==> src/pfa_pkg.sv <==
// Shared types, constants and codes for the partition fit allocator.
package pfa_pkg;

  localparam int NUM_BLOCKS = 16;
  localparam int SIZE_BITS  = 16;
  localparam int IDX_BITS   = $clog2(NUM_BLOCKS);
  localparam int CNT_BITS   = $clog2(NUM_BLOCKS + 1);

  localparam int CFG_IDX_BITS  = 2;
  localparam int CFG_DATA_BITS = 5;

  localparam logic [CFG_IDX_BITS-1:0] CFG_FIT_POLICY    = 2'd0;
  localparam logic [CFG_IDX_BITS-1:0] CFG_BLOCKS_IN_USE = 2'd1;

  localparam logic [1:0] POL_FIRST = 2'd0;
  localparam logic [1:0] POL_NEXT  = 2'd1;
  localparam logic [1:0] POL_WORST = 2'd2;

  localparam logic OPC_LOAD    = 1'b0;
  localparam logic OPC_REQUEST = 1'b1;

  typedef struct packed {
    logic        opcode;
    logic [3:0]  block_index;
    logic [15:0] size_value;
  } in_item_t;

  typedef struct packed {
    logic        granted;
    logic [3:0]  chosen_block;
    logic [15:0] chosen_block_size;
    logic [15:0] fragment;
  } out_item_t;

  typedef enum logic {
    CMD_LOAD,
    CMD_REQUEST
  } cmd_kind_t;

  typedef struct packed {
    cmd_kind_t             kind;
    logic [IDX_BITS-1:0]   index;
    logic [SIZE_BITS-1:0]  size;
  } cmd_t;

endpackage

==> src/pfa_front.sv <==
// Front end: accepts input transactions, classifies them and queues commands.
module pfa_front import pfa_pkg::*; (
  input  logic     clk,
  input  logic     rst_n,
  input  logic     in_valid,
  output logic     in_stall,
  input  in_item_t in_data,
  output logic     q_valid,
  input  logic     q_take,
  output cmd_t     q_cmd
);

  localparam int QDEPTH    = 2;
  localparam int QPTR_BITS = $clog2(QDEPTH);
  localparam int QCNT_BITS = $clog2(QDEPTH + 1);

  cmd_t                 queue_r [QDEPTH];
  logic [QPTR_BITS-1:0] wr_ptr_r, wr_ptr_nxt;
  logic [QPTR_BITS-1:0] rd_ptr_r, rd_ptr_nxt;
  logic [QCNT_BITS-1:0] fill_r, fill_nxt;
  cmd_t                 cmd;
  logic                 accept;
  logic                 push;
  logic                 pop;

  assign in_stall = (fill_r == QCNT_BITS'(QDEPTH));
  assign accept   = in_valid && !in_stall;

  // Loads naming a partition beyond the table are dropped here.
  always_comb begin
    cmd.kind  = (in_data.opcode == OPC_REQUEST) ? CMD_REQUEST : CMD_LOAD;
    cmd.index = in_data.block_index[IDX_BITS-1:0];
    cmd.size  = in_data.size_value[SIZE_BITS-1:0];
    push      = accept &&
                ((cmd.kind == CMD_REQUEST) ||
                 ({1'b0, in_data.block_index} < 5'(NUM_BLOCKS)));
  end

  assign q_valid = (fill_r != '0);
  assign q_cmd   = queue_r[rd_ptr_r];
  assign pop     = q_valid && q_take;

  always_comb begin
    wr_ptr_nxt = push ? wr_ptr_r + QPTR_BITS'(1) : wr_ptr_r;
    rd_ptr_nxt = pop  ? rd_ptr_r + QPTR_BITS'(1) : rd_ptr_r;
    fill_nxt   = fill_r;
    if (push && !pop) begin
      fill_nxt = fill_r + QCNT_BITS'(1);
    end else if (pop && !push) begin
      fill_nxt = fill_r - QCNT_BITS'(1);
    end
  end

  always_ff @(posedge clk) begin
    if (!rst_n) begin
      wr_ptr_r <= '0;
      rd_ptr_r <= '0;
      fill_r   <= '0;
    end else begin
      wr_ptr_r <= wr_ptr_nxt;
      rd_ptr_r <= rd_ptr_nxt;
      fill_r   <= fill_nxt;
    end
  end

  always_ff @(posedge clk) begin
    if (push) begin
      queue_r[wr_ptr_r] <= cmd;
    end
  end

endmodule

==> src/pfa_back.sv <==
// Back end: partition table, serial fit search and the result register.
module pfa_back import pfa_pkg::*; (
  input  logic                     clk,
  input  logic                     rst_n,
  input  logic                     q_valid,
  output logic                     q_take,
  input  cmd_t                     q_cmd,
  input  logic                     cfg_we,
  input  logic [CFG_IDX_BITS-1:0]  cfg_index,
  input  logic [CFG_DATA_BITS-1:0] cfg_data,
  output logic                     out_valid,
  input  logic                     out_stall,
  output out_item_t                out_data
);

  typedef enum logic [1:0] {
    ST_IDLE,
    ST_SCAN,
    ST_FINISH
  } state_t;

  state_t                state_r;
  logic [1:0]            policy_cfg_r;
  logic [4:0]            blocks_cfg_r;
  logic [SIZE_BITS-1:0]  size_mem [NUM_BLOCKS];
  logic [NUM_BLOCKS-1:0] used_r;
  logic [IDX_BITS-1:0]   next_ptr_r;

  logic [1:0]            pol_r;
  logic [CNT_BITS-1:0]   cnt_r;
  logic [CNT_BITS-1:0]   step_r;
  logic [IDX_BITS-1:0]   idx_r;
  logic [SIZE_BITS-1:0]  req_r;
  logic                  found_r;
  logic [IDX_BITS-1:0]   pick_r;
  logic [SIZE_BITS-1:0]  pick_size_r;
  logic [SIZE_BITS-1:0]  best_left_r;
  logic                  out_valid_r;
  out_item_t             out_r;

  logic [CNT_BITS-1:0]   eff_cnt;
  logic [1:0]            eff_pol;
  logic [SIZE_BITS-1:0]  cur_size;
  logic [SIZE_BITS-1:0]  left;
  logic                  fit;
  logic                  last;
  logic                  out_free;
  logic                  mem_we;

  always_comb begin
    eff_cnt  = (blocks_cfg_r > 5'(NUM_BLOCKS)) ? CNT_BITS'(NUM_BLOCKS)
                                                : CNT_BITS'(blocks_cfg_r);
    eff_pol  = (policy_cfg_r == POL_NEXT || policy_cfg_r == POL_WORST) ? policy_cfg_r
                                                                       : POL_FIRST;
    cur_size = size_mem[idx_r];
    left     = cur_size - req_r;
    fit      = !used_r[idx_r] && (cur_size >= req_r);
    last     = (step_r == cnt_r - CNT_BITS'(1));
    out_free = !out_valid_r || !out_stall;
    q_take   = (state_r == ST_IDLE);
    mem_we   = q_valid && q_take && (q_cmd.kind == CMD_LOAD);
  end

  assign out_valid = out_valid_r;
  assign out_data  = out_r;

  always_ff @(posedge clk) begin
    if (mem_we) begin
      size_mem[q_cmd.index] <= q_cmd.size;
    end
  end

  always_ff @(posedge clk) begin
    if (!rst_n) begin
      state_r      <= ST_IDLE;
      policy_cfg_r <= POL_FIRST;
      blocks_cfg_r <= 5'(NUM_BLOCKS);
      used_r       <= '0;
      next_ptr_r   <= '0;
      found_r      <= 1'b0;
      out_valid_r  <= 1'b0;
    end else begin
      if (cfg_we) begin
        if (cfg_index == CFG_FIT_POLICY) begin
          policy_cfg_r <= cfg_data[1:0];
        end else if (cfg_index == CFG_BLOCKS_IN_USE) begin
          blocks_cfg_r <= cfg_data[4:0];
        end
      end

      // In the final step the result register is reloaded instead.
      if (out_valid_r && !out_stall && state_r != ST_FINISH) begin
        out_valid_r <= 1'b0;
      end

      case (state_r)
        ST_IDLE: begin
          if (q_valid) begin
            if (q_cmd.kind == CMD_LOAD) begin
              used_r[q_cmd.index] <= 1'b0;
            end else begin
              req_r   <= q_cmd.size;
              pol_r   <= eff_pol;
              cnt_r   <= eff_cnt;
              found_r <= 1'b0;
              step_r  <= '0;
              if (eff_pol == POL_NEXT && CNT_BITS'(next_ptr_r) < eff_cnt) begin
                idx_r <= next_ptr_r;
              end else begin
                idx_r <= '0;
              end
              // An empty search range refuses at once.
              state_r <= (eff_cnt == '0) ? ST_FINISH : ST_SCAN;
            end
          end
        end
        ST_SCAN: begin
          if (fit && pol_r != POL_WORST) begin
            found_r     <= 1'b1;
            pick_r      <= idx_r;
            pick_size_r <= cur_size;
            best_left_r <= left;
            state_r     <= ST_FINISH;
          end else begin
            if (fit && (!found_r || left > best_left_r)) begin
              found_r     <= 1'b1;
              pick_r      <= idx_r;
              pick_size_r <= cur_size;
              best_left_r <= left;
            end
            if (last) begin
              state_r <= ST_FINISH;
            end else begin
              step_r <= step_r + CNT_BITS'(1);
              if (CNT_BITS'(idx_r) == cnt_r - CNT_BITS'(1)) begin
                idx_r <= '0;
              end else begin
                idx_r <= idx_r + IDX_BITS'(1);
              end
            end
          end
        end
        ST_FINISH: begin
          if (out_free) begin
            out_valid_r <= 1'b1;
            if (found_r) begin
              out_r.granted           <= 1'b1;
              out_r.chosen_block      <= 4'(pick_r);
              out_r.chosen_block_size <= 16'(pick_size_r);
              out_r.fragment          <= 16'(best_left_r);
              used_r[pick_r]          <= 1'b1;
              if (pol_r == POL_NEXT) begin
                next_ptr_r <= pick_r;
              end
            end else begin
              out_r <= '0;
            end
            state_r <= ST_IDLE;
          end
        end
        default: begin
          state_r <= ST_IDLE;
        end
      endcase
    end
  end

endmodule

==> src/partition_fit_allocator_unit.sv <==
// Top level of the partition fit allocator: front queue, search engine and ports.
//
//   Channel   Direction  Handshake          Payload
//   in_       input      in_valid/in_stall  in_item_t: opcode, block_index, size_value
//   out_      output     out_valid/out_stall out_item_t: granted, chosen_block,
//                                           chosen_block_size, fragment
//   cfg_      input      cfg_valid/cfg_ready cfg_index, cfg_data
//
// An accepted transaction is registered in the front queue and passes to the back end
// once that is idle. A load is done in the idle state and yields no result. A request
// is taken in the idle state; the search then examines N partitions (at most
// blocks_in_use, capped at 16) through a single compare unit, and the finish state
// loads the result register as soon as no earlier result is held back by out_stall.
// Reset is synchronous and active low; it frees every partition, clears the
// next-fit pointer and sets first fit over all sixteen partitions.
// While the back end searches or a result waits under out_stall, the two-entry
// front queue takes up to two more transactions and then raises in_stall.
module partition_fit_allocator_unit import pfa_pkg::*; (
  input  logic                     clk,
  input  logic                     rst_n,
  input  logic                     in_valid,
  output logic                     in_stall,
  input  in_item_t                 in_data,
  output logic                     out_valid,
  input  logic                     out_stall,
  output out_item_t                out_data,
  input  logic                     cfg_valid,
  output logic                     cfg_ready,
  input  logic [CFG_IDX_BITS-1:0]  cfg_index,
  input  logic [CFG_DATA_BITS-1:0] cfg_data
);

  logic q_valid;
  logic q_take;
  cmd_t q_cmd;

  // Register writes are taken in any cycle; software must write only while idle, which the block does not enforce.
  assign cfg_ready = 1'b1;

  pfa_front u_front (
    .clk      (clk),
    .rst_n    (rst_n),
    .in_valid (in_valid),
    .in_stall (in_stall),
    .in_data  (in_data),
    .q_valid  (q_valid),
    .q_take   (q_take),
    .q_cmd    (q_cmd)
  );

  pfa_back u_back (
    .clk       (clk),
    .rst_n     (rst_n),
    .q_valid   (q_valid),
    .q_take    (q_take),
    .q_cmd     (q_cmd),
    .cfg_we    (cfg_valid && cfg_ready),
    .cfg_index (cfg_index),
    .cfg_data  (cfg_data),
    .out_valid (out_valid),
    .out_stall (out_stall),
    .out_data  (out_data)
  );

endmodule

==> config.mk <==
export PLATFORM = sky130hd
export DESIGN_NAME = partition_fit_allocator_unit
export DESIGN_NICKNAME = d
export VERILOG_FILES = /design/src/pfa_pkg.sv /design/src/pfa_front.sv /design/src/pfa_back.sv /design/src/partition_fit_allocator_unit.sv
export SDC_FILE = /design/constraint.sdc
export NUM_CORES = 1
export LEC_CHECK = 0
export BUFFER_PORTS_ARGS = -buffer_cell sky130_fd_sc_hd__buf_2
export CAP_MARGIN = 20
export CORE_UTILIZATION = 58
export CTS_BUF_LIST = sky130_fd_sc_hd__clkbuf_16
export DETAILED_ROUTE_END_ITERATION = 10
export PLACE_DENSITY = 0.8
export SKIP_CTS_REPAIR_TIMING = 1
export SLEW_MARGIN = 0
export SYNTH_ARGS = -nofsm -noshare
export SYNTH_HDL_FRONTEND = slang
export SYNTH_SLANG_ARGS = --single-unit
==> constraint.sdc <==
create_clock -name clk -period 7.89 [get_ports clk]
set_input_delay 0.3945 -clock clk [delete_from_list [all_inputs] [get_ports clk]]
set_output_delay 0.3945 -clock clk [all_outputs]
set_load 0.02 [all_outputs]
==> results of run 1 <==
## power breakdown
| part | internal [mW] | switching (mW) | leakage, nW |
|---|---|---|---|
| Sequential | 2.97 | 0.222 | 3.98 |
| Combinational | 1.07 | 1.31 | 2.46 |
| Clock | 1.12 | 0.858 | 0.721 |
| Total | 5.16 | 2.39 | 7.17 |
## placed cells by master, fill, tap and decap left out, types with 10 or more instances in the layout
master,count
edfxtp_1,403
mux4_2,82
buf_2,71
inv_1,61
clkbuf_16,44
nor2_1,42
and2_1,42
ha_1,39
nand2_1,38
dfxtp_1,38
nor2b_1,24
o21ai_0,24
buf_4,22
a21oi_1,20
a21boi_0,20
mux2_2,17
nand3_1,14
xnor2_1,14
xor2_1,11
mux2i_1,11
clkinv_2,10
## area by class of cell
class | count | share of cell area
inverter | 49 | 0.00894
multi-input combinational | 518 | 0.245
sequential | 443 | 0.628
clock buffer | 44 | 0.0535
timing repair buffer | 95 | 0.0270
clock inverter | 37 | 0.0136
tap | 396 | 0.0241
## per-stage QoR
step	setup WS, ns	area, sq um	util
after floorplan	1.07	18300	-
after global placement	1.65	19200	0.622
after detailed placement	1.53	19200	0.622
after CTS	1.53	20600	0.667
after global routing	1.15	20600	0.667
final	1.61	20600	0.667
## final timing paths
path              depth (start not counted)                endpoint              from  slack (ns)
setup / recovery                         17  u_back.best_left_r[10]          register        1.61
hold / removal                            1   u_front.queue_r[1][2]        in_data[2]        0.03
setup reg to reg                         17  u_back.best_left_r[10]          register        1.61
hold reg to reg                           2        u_back.used_r[7]  u_back.used_r[7]        0.48
## registers in the layout, indices dropped and copies added (netlist names), 2 cells and up, named ones only
signal,cells
u_back.cnt_r,5
u_back.pick_r,4
u_back.policy_cfg_r,2
u_back.req_r,16
u_back.pick_size_r,16
u_back.pol_r,2
u_back.size_mem,256
u_back.blocks_cfg_r,5
u_back.state_r,2
u_front.fill_r,2
u_front.queue_r,42
u_back.used_r,16
u_back.step_r,5
u_back.out_data,37
u_back.best_left_r,16
u_back.next_ptr_r,4
u_back.idx_r,4
## kinds of logic (layout without fill, tap and decap cells)
kind of cell,count (synthesis),in the layout,synth area share
buffers and inverters,89,225,0.0195
muxes,116,116,0.124
adders and majority gates,40,40,0.0278
AOI/OAI and AO/OA,120,120,0.0470
DFF,443,443,0.706
xor gates and xnor gates,27,27,0.0144
and+or+nand+nor,214,214,0.0617
other,1,1,0.000205
## metal layers
metal,track usage,part of all wire
met5,0,0.00035
met4,0.0828,0.027
met3,0.0421,0.071
met2,0.395,0.50
met1,0.307,0.41
==> results.json, run 1 <==
{
  "rsz_0062_raised_after_global_routing": "no",
  "wire_per_inst_microns": 23.2,
  "timing_worst_slew_pin_value_ns": 1.06,
  "n_fill_cell": 1979,
  "ir_drop_mv": 0.259,
  "drt.antenna.violating_nets": 0,
  "synth.avg_cell_area_sq_um": 17.4,
  "crit_slowest_cell": "dfxtp_4",
  "cts.path.max_buffers": 3,
  "overflow_left_after_global_routing": 0,
  "post_route_cells_drive_above_1_share": 0.227,
  "firstDrtPassIters": 10,
  "timing.critical_path.fanout_max": 39,
  "synth_top_cell_by_area": "edfxtp_1",
  "postSynth.topFlopCell": "edfxtp_1",
  "failed_checks": "design-rule violations",
  "ctsRootBufferMaster": "clkbuf_16",
  "synth_seq_area_share": 0.706,
  "post_synth_main_area_contributors": "edfxtp_1, mux4_2, dfxtp_1, ha_1, and2_1",
  "timing.max_slew.rel_slack": 0.292,
  "start_util": 0.593,
  "critPathBufInv": 2,
  "final.min_clock_period_ns": 6.28,
  "fin_nets": 1224,
  "clock_tree.htree_level_count": 2,
  "synth.yosys.warnings": 0,
  "io-pin-count": 73,
  "routed-via-count": 9654,
  "grt_pass1_vias": 9806,
  "most_frequent_cells_after_synthesis": "edfxtp_1, mux4_2, inv_1, nor2_1, and2_1",
  "synth_nets": 1123,
  "cts_inserted_buffers": 44,
  "status": "finished, violations left",
  "max_freq_mhz": 159,
  "timing.final.hold_violations": 0,
  "tritoncts_clock_tree": "built",
  "cap_viol_max_count": 0,
  "finalSetupTns_ns": 0,
  "timing_worst_setup_path_type": "reg -> reg",
  "end_kind": "register",
  "insertion_delay_ns": 0.55,
  "slew_violations": 0,
  "globalRouteTotalUtil": 0.234,
  "synth.most_common_cell": "edfxtp_1",
  "grt_max_degree": 42,
  "finalPower_mw": 7.56,
  "synth_edf_count": 403,
  "synth_top_cell_area_share": 0.662,
  "seq_area_sq_um": 12900,
  "timing.critical_path.arrival_ns": 6.51,
  "timing.hold.worst.class": "in -> reg",
  "cp_slowest_stage_delay_ns": 0.86,
  "post_layout_nonfiller_instances": 1582,
  "skew_ns": 0.0186,
  "portBuffers": 71,
  "detail_route.wirelength_microns": 36600,
  "worst_hold_slack_ns": 0.0330,
  "dpl.cell_count": 1500,
  "core.rowCount": 64,
  "cp_cell_sequence": "buf_4 > mux4_2 > mux4_2 > ha_1 > o21a_1 > o31a_1 > o311a_1 > o41ai_1 > nor2b_1 > xnor2_1 > ha_1 > and3_1 > nand4_1 > or4_1 > nand3_1 > a31oi_4 > buf_4",
  "cp_top_family": "compound AO/OA/AOI/OAI gates",
  "vias_per_cell": 6.10,
  "global_route_wire_length_before_repair_microns": 56200,
  "syn_inst": 1050,
  "fp.dieArea_sq_um": 32200,
  "finalSetupViolations": 0,
  "clock_slew_at_reported_path_ffs_ns": 0.06,
  "die_width_microns": 180,
  "chipHeight_microns": 180,
  "first_iter_violations": 905,
  "drc": 8,
  "antenna_violations_before_repair": 1,
  "global_placement_routability_congestion": 0.846,
  "clock_sink_count": 443,
  "timing.final.crit_share": 0.795,
  "p_leak_nw": 7.17,
  "netlist-cell-type-count": 62,
  "core_sq_um": 30800,
  "start_kind": "register",
  "ys_seq_elements": 443,
  "multiInputGateArea_sq_um": 5040,
  "num_antenna_cells": 0,
  "cp_data_required_time_ns": 8.12,
  "p_per_area_nw_per_um2": 367,
  "synthesis.area_sq_um": 18300,
  "syn2layout_area_growth_pct": 12.5,
  "detailed_placer_s_ending_hpwl_microns": 22800,
  "async_reset_ff_frac": 0
}
No activity file was read; power rests on OpenSTA's default activity.
==> run 2: changes to the inputs <==
- CORE_UTILIZATION: 58 -> 56
- clock period: 7.89 -> 5.7 ns (I/O delays scaled with it)
==> results.json, run 2 (same netlist as run 1, synthesis figures left out) <==
{
  "start_kind": "register",
  "timing.max_slew.rel_slack": 0.252,
  "cts_inserted_buffers": 44,
  "max_freq_mhz": 185,
  "portBuffers": 71,
  "timing.critical_path.fanout_max": 24,
  "start_util": 0.575,
  "ir_drop_mv": 0.297,
  "firstDrtPassIters": 5,
  "chipHeight_microns": 183,
  "global_route_wire_length_before_repair_microns": 57200,
  "hold_critical_path_endpoint": "u_back.blocks_cfg_r[2]",
  "timing_worst_slew_pin_value_ns": 1.12,
  "most-common-layout-cells": "edfxtp_1, mux4_2, buf_2, inv_1, clkbuf_16",
  "r2r_end": "u_back.best_left_r[9]",
  "clock_sink_count": 443,
  "globalRouteTotalUtil": 0.231,
  "syn2layout_area_growth_pct": 16.1,
  "cts.path.max_buffers": 3,
  "status": "completed",
  "worst_r2r_path_depth": 17,
  "largest_register_ffs": 256,
  "timing.final.hold_violations": 0,
  "wire_per_inst_microns": 22.5,
  "detail_route.wirelength_microns": 37600,
  "p_leak_nw": 7.43,
  "clock_slew_at_reported_path_ffs_ns": 0.06,
  "detailed_placer_s_ending_hpwl_microns": 23100,
  "tritoncts_clock_tree": "built",
  "cp_data_required_time_ns": 5.98,
  "hold_path_depth": 3,
  "routed-via-count": 9848,
  "finalSetupViolations": 0,
  "skew_ns": 0.0192,
  "largest-register": "u_back.size_mem",
  "vias_per_cell": 5.90,
  "drt.antenna.violating_nets": 0,
  "hold_path_startpoint": "cfg_data[2]",
  "timing.critical_path.arrival_ns": 5.68,
  "timing_worst_setup_path_type": "reg -> reg",
  "post_layout_nonfiller_instances": 1668,
  "layout.core_utilization": 0.668,
  "core.rowCount": 65,
  "post_route_cells_drive_above_1_share": 0.243,
  "die_width_microns": 183,
  "finalWorstSetupSlack_ns": 0.308,
  "timing.final.crit_share": 0.946,
  "cap_viol_max_count": 0,
  "insertion_delay_ns": 0.54,
  "finalPower_mw": 10.9,
  "num_antenna_cells": 0,
  "grt_pass1_vias": 9876,
  "detailedPlace.worstSlack_ns": 0.00845,
  "final.min_clock_period_ns": 5.39,
  "overflow_left_after_global_routing": 0,
  "clock_tree.htree_level_count": 2,
  "layout_commonest_cell": "edfxtp_1",
  "first_iter_violations": 977,
  "ff2ff_setup_slack_ns": 0.31,
  "drc": 0,
  "antenna_violations_before_repair": 0,
  "fp.dieArea_sq_um": 33400,
  "core_sq_um": 31800,
  "p_per_area_nw_per_um2": 513,
  "rsz_0062_raised_after_global_routing": "no",
  "grt_max_degree": 42,
  "fin_nets": 1271,
  "global_placement_routability_congestion": 0.819,
  "timing.hold.worst.class": "in -> reg",
  "dpl.cell_count": 1559,
  "slew_violations": 0,
  "io-pin-count": 73,
  "ctsRootBufferMaster": "clkbuf_16",
  "end_kind": "register"
}
-- run 2: cell type report --
type / count / area (sq um)
multi-input combinational: 518 / 5050
clock inverter: 36 / 360
timing repair buffer: 142 / 1060
fill: 2124 / 10600
tap: 435 / 544
inverter: 49 / 184
clock buffer: 45 / 1130
sequential: 443 / 12900
-- run 2: through the flow --
step	hold WS (ns)	setup TNS, ns	instance area (sq um)
CTS	-0.0881	-0.602	20900
global placement	0.463	0	19400
detailed placement	0.475	0	19400
floorplan	0.384	0	18300
global route	0.0128	0	21200
finish	0.00899	0	21200
-- run 2: layer usage --
metal,vias to the layer above,routed length [microns],track usage
met5,-,0,0
met1,4978,15200,0.312
met3,71,2470,0.0403
met4,0,868,0.0713
met2,401,19000,0.388
li1,4398,-,-
-- run 2: worst max-delay path by stage --
| stage | start | end | slack, ns |
|---|---|---|---|
| after floorplan | register | u_back.best_left_r[0] | 0.06 |
| after global placement | register | u_back.pick_size_r[3] | 0.10 |
| after detailed placement | register | u_back.pick_size_r[3] | 0.008 |
| after CTS | register | u_back.best_left_r[9] | -0.02 |
| after global routing | register | u_back.best_left_r[2] | 0.01 |
| final | register | u_back.best_left_r[9] | 0.31 |
-- run 2: where the power goes --
group          switching, mW  total (mW)  internal [mW]  leakage, nW
combinational           1.96        3.63           1.67         2.70
sequential             0.201        4.31           4.11         3.98
clock                   1.19        2.95           1.76        0.739
-- run 2: critical path, stage by stage (launching register included) --
cell and delay (ns):
dfxtp_4 0.48, buf_12 0.20, mux4_2 0.51, mux4_2 0.50, ha_1 0.39, o21a_1 0.19
o31a_1 0.12, o311a_1 0.33, o41ai_1 0.44, a21oi_1 0.14, xor2_1 0.18, ha_1 0.30
and3_1 0.18, nand4_1 0.12, or4_1 0.53, nand3_1 0.14, a31oi_4 0.11, buf_16 0.26
